[src/rtl/srcag_pkg.sv]
// Shared types, constants and command codes of the strided region copy address generator.
package srcag_pkg;

    localparam int MAX_ROWS    = 64;
    localparam int CNT_W       = $clog2(MAX_ROWS + 1);
    localparam int ROWS_W      = 2 * CNT_W;
    localparam int OFFS_W      = 32;
    localparam int ROW_BYTES_W = 23;
    localparam int CFG_IDX_W   = 3;
    localparam int CFG_DATA_W  = 32;
    localparam int STEP_W      = 4;

    localparam logic [ROW_BYTES_W-1:0] ROW_BYTES_MAX = '1;

    // Configuration register indexes.
    localparam logic [CFG_IDX_W-1:0] CFG_DIMS             = 3'd0;
    localparam logic [CFG_IDX_W-1:0] CFG_ELEM_BYTES       = 3'd1;
    localparam logic [CFG_IDX_W-1:0] CFG_SRC_ROW_STRIDE   = 3'd2;
    localparam logic [CFG_IDX_W-1:0] CFG_SRC_PLANE_STRIDE = 3'd3;
    localparam logic [CFG_IDX_W-1:0] CFG_DST_ROW_STRIDE   = 3'd4;
    localparam logic [CFG_IDX_W-1:0] CFG_DST_PLANE_STRIDE = 3'd5;

    // Setup steps of the shared multiplier, in the order they run.
    localparam logic [STEP_W-1:0] MUL_FULL = 4'd0;  // extent_x * elem_bytes
    localparam logic [STEP_W-1:0] MUL_SXE  = 4'd1;  // src_x * elem_bytes
    localparam logic [STEP_W-1:0] MUL_DXE  = 4'd2;  // dst_x * elem_bytes
    localparam logic [STEP_W-1:0] MUL_SPL  = 4'd3;  // extent_y * source row stride
    localparam logic [STEP_W-1:0] MUL_DPL  = 4'd4;  // extent_y * destination row stride
    localparam logic [STEP_W-1:0] MUL_SYR  = 4'd5;  // src_y * source row stride
    localparam logic [STEP_W-1:0] MUL_DYR  = 4'd6;  // dst_y * destination row stride
    localparam logic [STEP_W-1:0] MUL_SZP  = 4'd7;  // src_z * source plane stride
    localparam logic [STEP_W-1:0] MUL_DZP  = 4'd8;  // dst_z * destination plane stride
    localparam logic [STEP_W-1:0] MUL_LAST = MUL_DZP;

    typedef struct packed {
        logic [15:0] src_x;
        logic [15:0] src_y;
        logic [15:0] src_z;
        logic [15:0] dst_x;
        logic [15:0] dst_y;
        logic [15:0] dst_z;
        logic [15:0] extent_x;
        logic [15:0] extent_y;
        logic [15:0] extent_z;
    } in_word_t;

    typedef struct packed {
        logic [OFFS_W-1:0]      src_offset;
        logic [OFFS_W-1:0]      dst_offset;
        logic [ROW_BYTES_W-1:0] row_bytes;
        logic                   last_row;
        logic                   too_many_rows;
    } out_word_t;

    // Commands from the controller to the datapath.
    typedef struct packed {
        logic              load_item;
        logic              mul_en;
        logic [STEP_W-1:0] mul_sel;
        logic              sum;
        logic              load_row;
    } cmd_t;

    // Status from the datapath to the controller.
    typedef struct packed {
        logic too_many;
        logic last;
        logic out_free;
    } stat_t;

endpackage

[src/rtl/srcag_ctrl.sv]
// Controller state machine: setup multiply steps, base sum and row emission.
module srcag_ctrl (
    input  logic                 clk,
    input  logic                 rst_n,
    input  logic                 in_valid,
    output logic                 in_stall,
    input  srcag_pkg::stat_t     stat,
    output srcag_pkg::cmd_t      cmd
);

    localparam logic [1:0] ST_IDLE = 2'd0;
    localparam logic [1:0] ST_MUL  = 2'd1;
    localparam logic [1:0] ST_SUM  = 2'd2;
    localparam logic [1:0] ST_ROW  = 2'd3;

    logic [1:0]                   state_reg;
    logic [1:0]                   state_next;
    logic [srcag_pkg::STEP_W-1:0] step_reg;
    logic [srcag_pkg::STEP_W-1:0] step_next;

    assign in_stall = (state_reg != ST_IDLE);

    always_comb
    begin
        state_next    = state_reg;
        step_next     = step_reg;
        cmd           = '0;
        cmd.mul_sel   = step_reg;
        unique case (state_reg)
            ST_IDLE:
            begin
                if (in_valid)
                begin
                    cmd.load_item = 1'b1;
                    step_next     = srcag_pkg::MUL_FULL;
                    state_next    = ST_MUL;
                end
            end
            ST_MUL:
            begin
                cmd.mul_en = 1'b1;
                if (step_reg == srcag_pkg::MUL_LAST)
                begin
                    state_next = ST_SUM;
                end
                else
                begin
                    step_next = step_reg + 1'b1;
                end
            end
            ST_SUM:
            begin
                cmd.sum    = 1'b1;
                state_next = ST_ROW;
            end
            ST_ROW:
            begin
                if (stat.out_free)
                begin
                    cmd.load_row = 1'b1;
                    if (stat.too_many || stat.last)
                    begin
                        state_next = ST_IDLE;
                    end
                end
            end
            default:
            begin
                state_next = ST_IDLE;
            end
        endcase
    end

    always_ff @(posedge clk or negedge rst_n)
    begin
        if (!rst_n)
        begin
            state_reg <= ST_IDLE;
            step_reg  <= srcag_pkg::MUL_FULL;
        end
        else
        begin
            state_reg <= state_next;
            step_reg  <= step_next;
        end
    end

endmodule

[src/rtl/srcag_dpath.sv]
// Datapath: configuration registers, shared multiplier, offset walkers and output register.
module srcag_dpath (
    input  logic                                clk,
    input  logic                                rst_n,
    input  srcag_pkg::cmd_t                     cmd,
    output srcag_pkg::stat_t                    stat,
    input  logic                                cfg_we,
    input  logic [srcag_pkg::CFG_IDX_W-1:0]     cfg_index,
    input  logic [srcag_pkg::CFG_DATA_W-1:0]    cfg_data,
    input  srcag_pkg::in_word_t                 in_word,
    output logic                                out_valid,
    input  logic                                out_stall,
    output srcag_pkg::out_word_t                out_word
);

    localparam int CNT_W  = srcag_pkg::CNT_W;
    localparam int ROWS_W = srcag_pkg::ROWS_W;
    localparam int OFFS_W = srcag_pkg::OFFS_W;

    // Configuration registers.
    logic [1:0]        dims_reg;
    logic [7:0]        elem_bytes_reg;
    logic [23:0]       src_row_stride_reg;
    logic [31:0]       src_plane_stride_reg;
    logic [23:0]       dst_row_stride_reg;
    logic [31:0]       dst_plane_stride_reg;

    srcag_pkg::in_word_t item_reg;

    // Setup products.
    logic [23:0]       full_reg;
    logic [23:0]       sxe_reg;
    logic [23:0]       dxe_reg;
    logic [31:0]       splt_reg;
    logic [31:0]       dplt_reg;
    logic [31:0]       syr_reg;
    logic [31:0]       dyr_reg;
    logic [31:0]       szp_reg;
    logic [31:0]       dzp_reg;

    logic [15:0]       mul_a;
    logic [31:0]       mul_b;
    logic [47:0]       mul_full;
    logic [31:0]       prod;

    logic [23:0]       srow;
    logic [23:0]       drow;
    logic [31:0]       splane;
    logic [31:0]       dplane;

    logic              use_rows;
    logic              use_planes;
    logic [15:0]       ny;
    logic [15:0]       nz;
    logic [ROWS_W-1:0] rows_small;
    logic [CNT_W-1:0]  ny_m1;
    logic [CNT_W-1:0]  nz_m1;
    logic              too_many;
    logic              last;

    logic [OFFS_W-1:0] src_base;
    logic [OFFS_W-1:0] dst_base;

    logic [OFFS_W-1:0] row_src_reg;
    logic [OFFS_W-1:0] row_dst_reg;
    logic [OFFS_W-1:0] slice_src_reg;
    logic [OFFS_W-1:0] slice_dst_reg;
    logic [CNT_W-1:0]  y_cnt_reg;
    logic [CNT_W-1:0]  z_cnt_reg;

    logic [srcag_pkg::ROW_BYTES_W-1:0] bytes;

    logic                  out_valid_reg;
    srcag_pkg::out_word_t  out_word_reg;

    always_ff @(posedge clk or negedge rst_n)
    begin
        if (!rst_n)
        begin
            dims_reg             <= 2'd1;
            elem_bytes_reg       <= 8'd1;
            src_row_stride_reg   <= '0;
            src_plane_stride_reg <= '0;
            dst_row_stride_reg   <= '0;
            dst_plane_stride_reg <= '0;
        end
        else if (cfg_we)
        begin
            unique case (cfg_index)
                srcag_pkg::CFG_DIMS:             dims_reg             <= cfg_data[1:0];
                srcag_pkg::CFG_ELEM_BYTES:       elem_bytes_reg       <= cfg_data[7:0];
                srcag_pkg::CFG_SRC_ROW_STRIDE:   src_row_stride_reg   <= cfg_data[23:0];
                srcag_pkg::CFG_SRC_PLANE_STRIDE: src_plane_stride_reg <= cfg_data[31:0];
                srcag_pkg::CFG_DST_ROW_STRIDE:   dst_row_stride_reg   <= cfg_data[23:0];
                srcag_pkg::CFG_DST_PLANE_STRIDE: dst_plane_stride_reg <= cfg_data[31:0];
                default:
                begin
                end
            endcase
        end
    end

    always_ff @(posedge clk)
    begin
        if (cmd.load_item)
        begin
            item_reg <= in_word;
        end
    end

    // Zero strides fall back to tight packing.
    assign srow   = (src_row_stride_reg != '0) ? src_row_stride_reg : full_reg;
    assign drow   = (dst_row_stride_reg != '0) ? dst_row_stride_reg : full_reg;
    assign splane = (src_plane_stride_reg != '0) ? src_plane_stride_reg : splt_reg;
    assign dplane = (dst_plane_stride_reg != '0) ? dst_plane_stride_reg : dplt_reg;

    always_comb
    begin
        unique case (cmd.mul_sel)
            srcag_pkg::MUL_FULL: begin mul_a = item_reg.extent_x; mul_b = {24'd0, elem_bytes_reg}; end
            srcag_pkg::MUL_SXE:  begin mul_a = item_reg.src_x;    mul_b = {24'd0, elem_bytes_reg}; end
            srcag_pkg::MUL_DXE:  begin mul_a = item_reg.dst_x;    mul_b = {24'd0, elem_bytes_reg}; end
            srcag_pkg::MUL_SPL:  begin mul_a = item_reg.extent_y; mul_b = {8'd0, srow};            end
            srcag_pkg::MUL_DPL:  begin mul_a = item_reg.extent_y; mul_b = {8'd0, drow};            end
            srcag_pkg::MUL_SYR:  begin mul_a = item_reg.src_y;    mul_b = {8'd0, srow};            end
            srcag_pkg::MUL_DYR:  begin mul_a = item_reg.dst_y;    mul_b = {8'd0, drow};            end
            srcag_pkg::MUL_SZP:  begin mul_a = item_reg.src_z;    mul_b = splane;                  end
            srcag_pkg::MUL_DZP:  begin mul_a = item_reg.dst_z;    mul_b = dplane;                  end
            default:             begin mul_a = '0;                mul_b = '0;                      end
        endcase
    end

    assign mul_full = {32'd0, mul_a} * {16'd0, mul_b};
    assign prod     = mul_full[31:0];

    always_ff @(posedge clk)
    begin
        if (cmd.mul_en)
        begin
            unique case (cmd.mul_sel)
                srcag_pkg::MUL_FULL: full_reg <= prod[23:0];
                srcag_pkg::MUL_SXE:  sxe_reg  <= prod[23:0];
                srcag_pkg::MUL_DXE:  dxe_reg  <= prod[23:0];
                srcag_pkg::MUL_SPL:  splt_reg <= prod;
                srcag_pkg::MUL_DPL:  dplt_reg <= prod;
                srcag_pkg::MUL_SYR:  syr_reg  <= prod;
                srcag_pkg::MUL_DYR:  dyr_reg  <= prod;
                srcag_pkg::MUL_SZP:  szp_reg  <= prod;
                srcag_pkg::MUL_DZP:  dzp_reg  <= prod;
                default:
                begin
                end
            endcase
        end
    end

    // Shape of the request.
    assign use_planes = (dims_reg >= 2'd3) && (item_reg.extent_y != '0)
                        && (item_reg.extent_z != '0);
    assign use_rows   = (dims_reg >= 2'd2) && (item_reg.extent_y != '0);
    assign ny         = use_rows ? item_reg.extent_y : 16'd1;
    assign nz         = use_planes ? item_reg.extent_z : 16'd1;
    assign rows_small = ROWS_W'(ny[CNT_W-1:0]) * ROWS_W'(nz[CNT_W-1:0]);
    assign too_many   = (ny > 16'(srcag_pkg::MAX_ROWS)) || (nz > 16'(srcag_pkg::MAX_ROWS))
                        || (rows_small > ROWS_W'(srcag_pkg::MAX_ROWS));
    assign ny_m1      = CNT_W'(ny - 16'd1);
    assign nz_m1      = CNT_W'(nz - 16'd1);
    assign last       = (y_cnt_reg == ny_m1) && (z_cnt_reg == nz_m1);

    assign src_base = {8'd0, sxe_reg} + (use_rows ? syr_reg : '0) + (use_planes ? szp_reg : '0);
    assign dst_base = {8'd0, dxe_reg} + (use_rows ? dyr_reg : '0) + (use_planes ? dzp_reg : '0);

    assign bytes = full_reg[23] ? srcag_pkg::ROW_BYTES_MAX : full_reg[22:0];

    // Row walker: step by the row stride, and by the plane stride at each new slice.
    always_ff @(posedge clk)
    begin
        if (cmd.sum)
        begin
            row_src_reg   <= src_base;
            row_dst_reg   <= dst_base;
            slice_src_reg <= src_base;
            slice_dst_reg <= dst_base;
            y_cnt_reg     <= '0;
            z_cnt_reg     <= '0;
        end
        else if (cmd.load_row)
        begin
            if (y_cnt_reg == ny_m1)
            begin
                y_cnt_reg     <= '0;
                z_cnt_reg     <= z_cnt_reg + 1'b1;
                slice_src_reg <= slice_src_reg + splane;
                slice_dst_reg <= slice_dst_reg + dplane;
                row_src_reg   <= slice_src_reg + splane;
                row_dst_reg   <= slice_dst_reg + dplane;
            end
            else
            begin
                y_cnt_reg   <= y_cnt_reg + 1'b1;
                row_src_reg <= row_src_reg + {8'd0, srow};
                row_dst_reg <= row_dst_reg + {8'd0, drow};
            end
        end
    end

    // Output register.
    always_ff @(posedge clk or negedge rst_n)
    begin
        if (!rst_n)
        begin
            out_valid_reg <= 1'b0;
        end
        else if (cmd.load_row)
        begin
            out_valid_reg <= 1'b1;
        end
        else if (!out_stall)
        begin
            out_valid_reg <= 1'b0;
        end
    end

    always_ff @(posedge clk)
    begin
        if (cmd.load_row)
        begin
            if (too_many)
            begin
                out_word_reg.src_offset    <= '0;
                out_word_reg.dst_offset    <= '0;
                out_word_reg.row_bytes     <= '0;
                out_word_reg.last_row      <= 1'b1;
                out_word_reg.too_many_rows <= 1'b1;
            end
            else
            begin
                out_word_reg.src_offset    <= row_src_reg;
                out_word_reg.dst_offset    <= row_dst_reg;
                out_word_reg.row_bytes     <= bytes;
                out_word_reg.last_row      <= last;
                out_word_reg.too_many_rows <= 1'b0;
            end
        end
    end

    assign out_valid     = out_valid_reg;
    assign out_word      = out_word_reg;
    assign stat.too_many = too_many;
    assign stat.last     = last;
    assign stat.out_free = !out_valid_reg || !out_stall;

endmodule

[src/rtl/strided_region_copy_address_gen_top.sv]
// Top level of the strided region copy address generator: controller plus datapath.
// The request word is registered, the nine steps of the one shared multiplier run, then the
// base sum, then the row words, one row word per cycle while out_stall is low. A request of
// R rows (error: one word) gives R row words; in_stall stays high until its last word is loaded.
// Reset (rst_n, asynchronous, active low) clears the controller and the output valid and loads
// the registers with dims 1, elem_bytes 1 and all strides zero.
module strided_region_copy_address_gen_top (
    input  logic                               clk,
    input  logic                               rst_n,
    input  logic                               in_valid,
    output logic                               in_stall,
    input  srcag_pkg::in_word_t                in_word,
    output logic                               out_valid,
    input  logic                               out_stall,
    output srcag_pkg::out_word_t               out_word,
    input  logic                               cfg_we,
    input  logic [srcag_pkg::CFG_IDX_W-1:0]    cfg_index,
    input  logic [srcag_pkg::CFG_DATA_W-1:0]   cfg_data
);

    // The controller sequences the setup multiplies, one per cycle, then the base sum, then
    // issues one row load per cycle whenever the output register is free. The input side is
    // open again as soon as the last row word is loaded, even while that word still waits.
    srcag_pkg::cmd_t  cmd;
    srcag_pkg::stat_t stat;

    srcag_ctrl u_ctrl (
        .clk      (clk),
        .rst_n    (rst_n),
        .in_valid (in_valid),
        .in_stall (in_stall),
        .stat     (stat),
        .cmd      (cmd)
    );

    // The datapath holds the configuration, the request word, the setup products, the
    // running source and destination offsets and the output word register.
    srcag_dpath u_dpath (
        .clk       (clk),
        .rst_n     (rst_n),
        .cmd       (cmd),
        .stat      (stat),
        .cfg_we    (cfg_we),
        .cfg_index (cfg_index),
        .cfg_data  (cfg_data),
        .in_word   (in_word),
        .out_valid (out_valid),
        .out_stall (out_stall),
        .out_word  (out_word)
    );

endmodule

[config.mk]
export PLATFORM = sky130hd
export DESIGN_NAME = strided_region_copy_address_gen_top
export DESIGN_NICKNAME = d
export VERILOG_FILES = /design/src/rtl/srcag_pkg.sv /design/src/rtl/srcag_ctrl.sv /design/src/rtl/srcag_dpath.sv /design/src/rtl/strided_region_copy_address_gen_top.sv
export SDC_FILE = /design/constraint.sdc
export NUM_CORES = 2
export LEC_CHECK = 0
export ABC_AREA = 1
export BUFFER_PORTS_ARGS = -buffer_cell sky130_fd_sc_hd__buf_2
export CORE_MARGIN = 3
export CORE_UTILIZATION = 51
export DETAILED_ROUTE_END_ITERATION = 10
export GPL_TIMING_DRIVEN = 1
export PLACE_DENSITY = 0.71
export SYNTH_ARGS = -nofsm -noshare
export SYNTH_HDL_FRONTEND = slang
export SYNTH_SLANG_ARGS = --single-unit
[constraint.sdc]
create_clock -name clk -period 20.1 [get_ports clk]
set_input_delay 4.02 -clock clk [delete_from_list [all_inputs] [get_ports clk]]
set_output_delay 4.02 -clock clk [all_outputs]
set_load 0.05 [all_outputs]
---- After elaboration in Yosys (flattened, before gate mapping) ----
Index checks and enable logic that the tools add are counted.
operators by class
  $lt $le $gt $ge ......................... 5
  $mul .................................... 2
  divide/modulo/power cells ............... 0
  equality and inequality tests ........... 24
  add/sub/neg operators ................... 13
  reduce and logical (&&, ||, !) cells .... 46
  mux-type cells .......................... 43
  bitwise logic cells ..................... 0
  shift operators ......................... 0
operators by type and width
  operator             number
  $mux 32              18
  $pmux 32 s5          1
  $add 32x32->32       4
  $pmux 16 s8          1
  $add 24x32->32       2
  $add 32x24->32       2
  $reduce_bool 32->1   2
  $mux 24              2
  $reduce_bool 24->1   2
  $reduce_and 2->1     17
  $gt 16x7->1 const B  2
  $mul 16x32->32       1
  $mux 16              2
  $reduce_bool 16->1   2
  $mux 23              1
  $eq 4x3->1 const B   4
  $add 7x1->7 const B  2
  $eq 7x7->1           2
  $gt 14x7->1 const B  1
  $mul 7x7->14         1
  $sub 7x1->7 const B  2
  $mux 1               9
  $eq 4x2->1 const B   2
  $mux 2               4
  26 further kinds     47
word-level totals
  word-level logic and storage cells ...... 171
  input port bits ......................... 184
  ROM bits ................................ 0
  memories kept ........................... 0
  latch bits .............................. 0
  RAM bits ................................ 0
  register bits after elaboration ......... 768

---- Logic depth before layout (Yosys ltp) ----
  word-level depth ........................ 11
  mapped depth ............................ 40
  gate-level depth less buffers ........... 38

---- By module ----
A second synthesis with hierarchy kept.
second synthesis, totals
  cell total of the unflattened synthesis .. 6116
  area, all modules ....................... 54544.8 um^2
by module, submodules not included
  module       times used  area an instance (um^2)  cells an instance  sequential area each (um^2)
  srcag_dpath  1           54075.6                  6055               22128.7
  srcag_ctrl   1           469.2                    61                 150.1

---- Worst setup path after synthesis ----
OpenSTA, ideal clock, no wires.
  path kind ............................... input -> register
  start point ............................. in out_stall
  end point ............................... reg u_dpath.slice_dst_reg[0], enable pin
  path slack .............................. 11711 ps
  buffers on the path ..................... 1
  stages on the path ...................... 6
  library setup time ...................... 428 ps
  arrival ................................. 7961 ps
  path through ............................ nand2_1 nand2_1 inv_1 nand2_2 buf_4 nand2_1
RTL lines
  what                    line                                       RTL
  start: declaration      strided_region_copy_address_gen_top.sv:14  input logic out_stall,
  end signal: assignment  srcag_dpath.sv:183                         slice_dst_reg <= dst_base;
  end signal: assignment  srcag_dpath.sv:194                         slice_dst_reg <= slice_dst_reg + dplane;
  end: declaration        srcag_dpath.sv:67                          logic [OFFS_W-1:0] slice_dst_reg;

---- Worst setup path after layout ----
  start point ............................. reg u_ctrl.step_reg[0] in the netlist's numbering
  end point ............................... reg u_dpath.dyr_reg[23], data pin
between the ends
  longest elaborated chain between the ends .. 4
  elaborated cells between the ends (all ways) .. 16
ends and longest elaborated chain
  what                                                          line                RTL
  start: declaration                                            srcag_ctrl.sv:18    logic [srcag_pkg::STEP_W-1:0] step_reg;
  start signal: assignment                                      srcag_ctrl.sv:79    step_reg <= srcag_pkg::MUL_FULL;
  start signal: assignment                                      srcag_ctrl.sv:84    step_reg <= step_next;
  $eq 4x2->1, or another cell as far along                      srcag_dpath.sv:119  unique case (cmd.mul_sel)
  $reduce_or 2->1 (no line) or $reduce_or 3->1 (tied branches)  --
  $pmux 16 s8 or $pmux 32 s5 (tied branches)                    srcag_dpath.sv:119
  $mul 16x32->32 *                                              srcag_dpath.sv:133  assign mul_full = {32'd0, mul_a} * {16'd0, mul_b};
  net u_dpath.mul_full[23]                                      srcag_dpath.sv:43   logic [47:0] mul_full;
  end signal: assignment                                        srcag_dpath.sv:147  srcag_pkg::MUL_DYR: dyr_reg <= prod;
  end: declaration                                              srcag_dpath.sv:37   logic [31:0] dyr_reg;
The timed path passes the listed nets; every way through them passes the cells marked *.
A chain may end at the register's enable or synchronous reset.

==> flow_metrics.tcl <==
set metrics [dict create \
    status "finished, final reports clean" \
    cts_buffers 84 \
    rr_endpoint "u_dpath.dyr_reg[23]$_DFFE_PP_" \
    final_cell_mix "nand2_1 (1508), inv_1 (1074), edfxtp_1 (625), nor2_1 (541), fa_1 (382)" \
    cts_buffer_depth 3 \
    clock_latency_ps 680 \
    yosys_warnings 0 \
    synth_cell_types 60 \
    dieHeight_um 333.4 \
    synth_top_family_by_area "adder cells" \
    drt_wl_total_um 182600 \
    ys.flop_type "edfxtp_1" \
    place.gp.congestion 1.006 \
    start_util 0.5162 \
    grt_pass1_wl_um 269700 \
    fp.dieW_um 333.4 \
    setup_tns_ps 0 \
    synth_xor_area_frac 0.02612 \
    die-area_mm2 0.1111 \
    cp.arrival_ps 10160 \
    worst_r2r_startpoint "u_ctrl.step_reg[0]$_DFFE_PN0P_" \
    worst_slew_pin_slew_ps 1345 \
    largest_reg_flops 144 \
    crit_end "u_dpath.dyr_reg[23]$_DFFE_PP_" \
    crit_cells 31 \
    synth.area.top_cells "edfxtp_1 (34%), fa_1 (14%), nand2_1 (10%), inv_1 (7.4%), ha_1 (6.7%)" \
    cpMostUsedCell "inv_1" \
    fillers 9459 \
    fin_nets 7304 \
    dp_hpwl_um 144500 \
    synth_edf_count 625 \
    clock-sinks 768 \
    vias_per_cell 5.631 \
    ctsHoldBuffers 0 \
    post_cts_buffers 0 \
    relSlewSlack 0.1006 \
    worstPathRequired_ps 20380 \
    hold_violations 0 \
    rows 119 \
    syn_area_per_cell_um2 8.839 \
    cp.buffers_inverters 9 \
    boundaryPins 275 \
    grt_pass1_vias 43280 \
    rsz0062_at_grt "no" \
    vias 44520 \
    overflow 0 \
    ctsHtreeMaxLevel 3 \
    clk_pin_slew_worst_paths_ps 60 \
    cp-end-kind "register" \
    slew_viol_final 0 \
    r2r_cells 31 \
    core_mm2 0.1059 \
    cts_resized 0 \
    yosys.area_share.adder 0.2072 \
    cp_max_fo 17 \
    synth_seq_cells 768 \
    wl_per_cell_um 23.09 \
    cp_slowest_cell "xnor2_1" \
    period_minus_slack_ps 9878 \
    grt_max_degree 81 \
    antenna_left 0 \
    worstSetupPathType "register to register" \
    synthArstFlopShare 0.1680 \
    cp_top_family "adder cells" \
    synthCells 6183 \
    synth_compound_area_frac 0.08718 \
    max_stage_delay_ps 1020 \
    reg2reg_slack_ps 10220 \
    crit_start "u_ctrl.step_reg[0]$_DFFE_PN0P_" \
    clock-root-buffer "clkbuf_16" \
    cts_tree "done" \
    clock_skew_ps 35.76 \
    seqCellArea_mm2 0.02228 \
    drtIter0Drc 4786 \
    synthSimpleGateAreaFrac 0.1844 \
    post-route-period-util 0.4914 \
    final_common_cell "nand2_1" \
    fmax_mhz 101.2 \
    setup_violations 0 \
    min_from "u_dpath.src_row_stride_reg[17]$_DFFE_PN0P_" \
    synth_top_area_frac 0.3434 \
    synth_area_mm2 0.05465 \
    grt_usage 0.3260 \
    antenna_found_initial 8 \
    start_kind "register" \
    synth_area_leader_cell "edfxtp_1" \
    multi_input_area_mm2 0.02774 \
    port_buffers 274 \
    yosysSeqAreaShare 0.4077 \
    syn_nets 7043 \
    max_cap_viol_count 0 \
    muxShareOfSynthArea 0.0004121 \
    drtPass1Iterations 6 \
    drc 0 \
    area_delta_synth_final_pct 10.43 \
    hold_path.class "register to register" \
    drive_above_1_share 0.08693 \
]
[worst min path at each step]
stage / end / slack [ps] / cells past startpoint
6_report: u_dpath.src_row_stride_reg[17]$_DFFE_PN0P_ / 490 / 2
5_1_grt: u_dpath.src_row_stride_reg[10]$_DFFE_PN0P_ / 520 / 2
4_1_cts: u_dpath.src_row_stride_reg[21]$_DFFE_PN0P_ / 490 / 2
3_5_place_dp: u_dpath.src_row_stride_reg[21]$_DFFE_PN0P_ / 480 / 2
3_3_place_gp: u_dpath.dst_row_stride_reg[16]$_DFFE_PN0P_ / 470 / 2
2_1_floorplan: u_dpath.dst_row_stride_reg[16]$_DFFE_PN0P_ / 450 / 2
[metrics by stage]
stage / hold WS (ps) / utilization / area (µm²) / cells / setup slack [ps]
after global placement: 466.4 / 0.5449 / 57690 / 7749 / 10730
final: 489.8 / 0.5701 / 60350 / 7906 / 10220
after global routing: 522.2 / 0.5700 / 60340 / 7902 / 9857
after floorplan: 453.0 / - / 54650 / 6183 / 11710
after detailed placement: 475.2 / 0.5449 / 57690 / 7749 / 10470
after CTS: 488.6 / 0.5700 / 60340 / 7902 / 10430
[routing by layer]
| metal | vias up | part of all wire | track usage |
|---|---|---|---|
| met5 | - | 0.000060 | 0 |
| met4 | 2 | 0.053 | 0.1528 |
| met3 | 411 | 0.094 | 0.06014 |
| met2 | 2312 | 0.46 | 0.5197 |
| met1 | 21460 | 0.40 | 0.4343 |
| li1 | 20340 | - | - |
[area by class of cell]
class,count,area share
clock inverters,38,0.006178
repair buffers,329,0.02967
clock buffers,115,0.03780
well taps,1391,0.02884
diodes,4,0.0001659
flip-flops and latches,768,0.3692
multi-input cells,4163,0.4597
inverters,1098,0.06846
[kinds of logic (layout without fill, tap and decap cells)]
logic type / after synthesis / after routing
xor+xnor: 163 / 163
mux: 2 / 2
simple gates: 2455 / 2455
compound gates: 867 / 867
fa+ha+maj: 676 / 676
other cells: 0 / 4
buf+inv: 1252 / 1580
flops: 768 / 768
[cells in the mapped netlist, types with 5 or more instances]
cell type  number
nand2_1      1512
inv_1        1076
edfxtp_1      625
nor2_1        552
fa_1          382
o21ai_0       360
a21oi_1       322
ha_1          294
nand3_1       185
dfrtp_1       127
xor2_1        102
clkbuf_1      100
xnor2_1        61
nand4_1        55
or2_2          43
nor3_1         38
buf_2          34
o21ai_1        27
nor4_1         25
o211ai_1       23
a22o_1         22
o21bai_1       21
a21o_1         19
a31oi_1        18
buf_1          17
inv_2          16
dfxtp_1        14
o21a_1         12
o221ai_1        9
nand3b_1        7
nor3_2          7
a21boi_0        6
o2111ai_1       6
a211oi_1        5
clkinv_1        5
nand2_2         5
nor2_2          5
[worst reg2reg max path: cells and delay by family, from the launching register on]
kind / cells / cell delay, ps
adders and majority gates: 8 / 3050
buffers and inverters: 9 / 1330
AOI/OAI and AO/OA: 6 / 1810
and+or+nand+nor: 7 / 1900
xor gates and xnor gates: 1 / 1020
DFF: 1 / 390
Power is not shown: default switching activity piles up to over one toggle a cycle in this logic, so the estimate is an artifact.
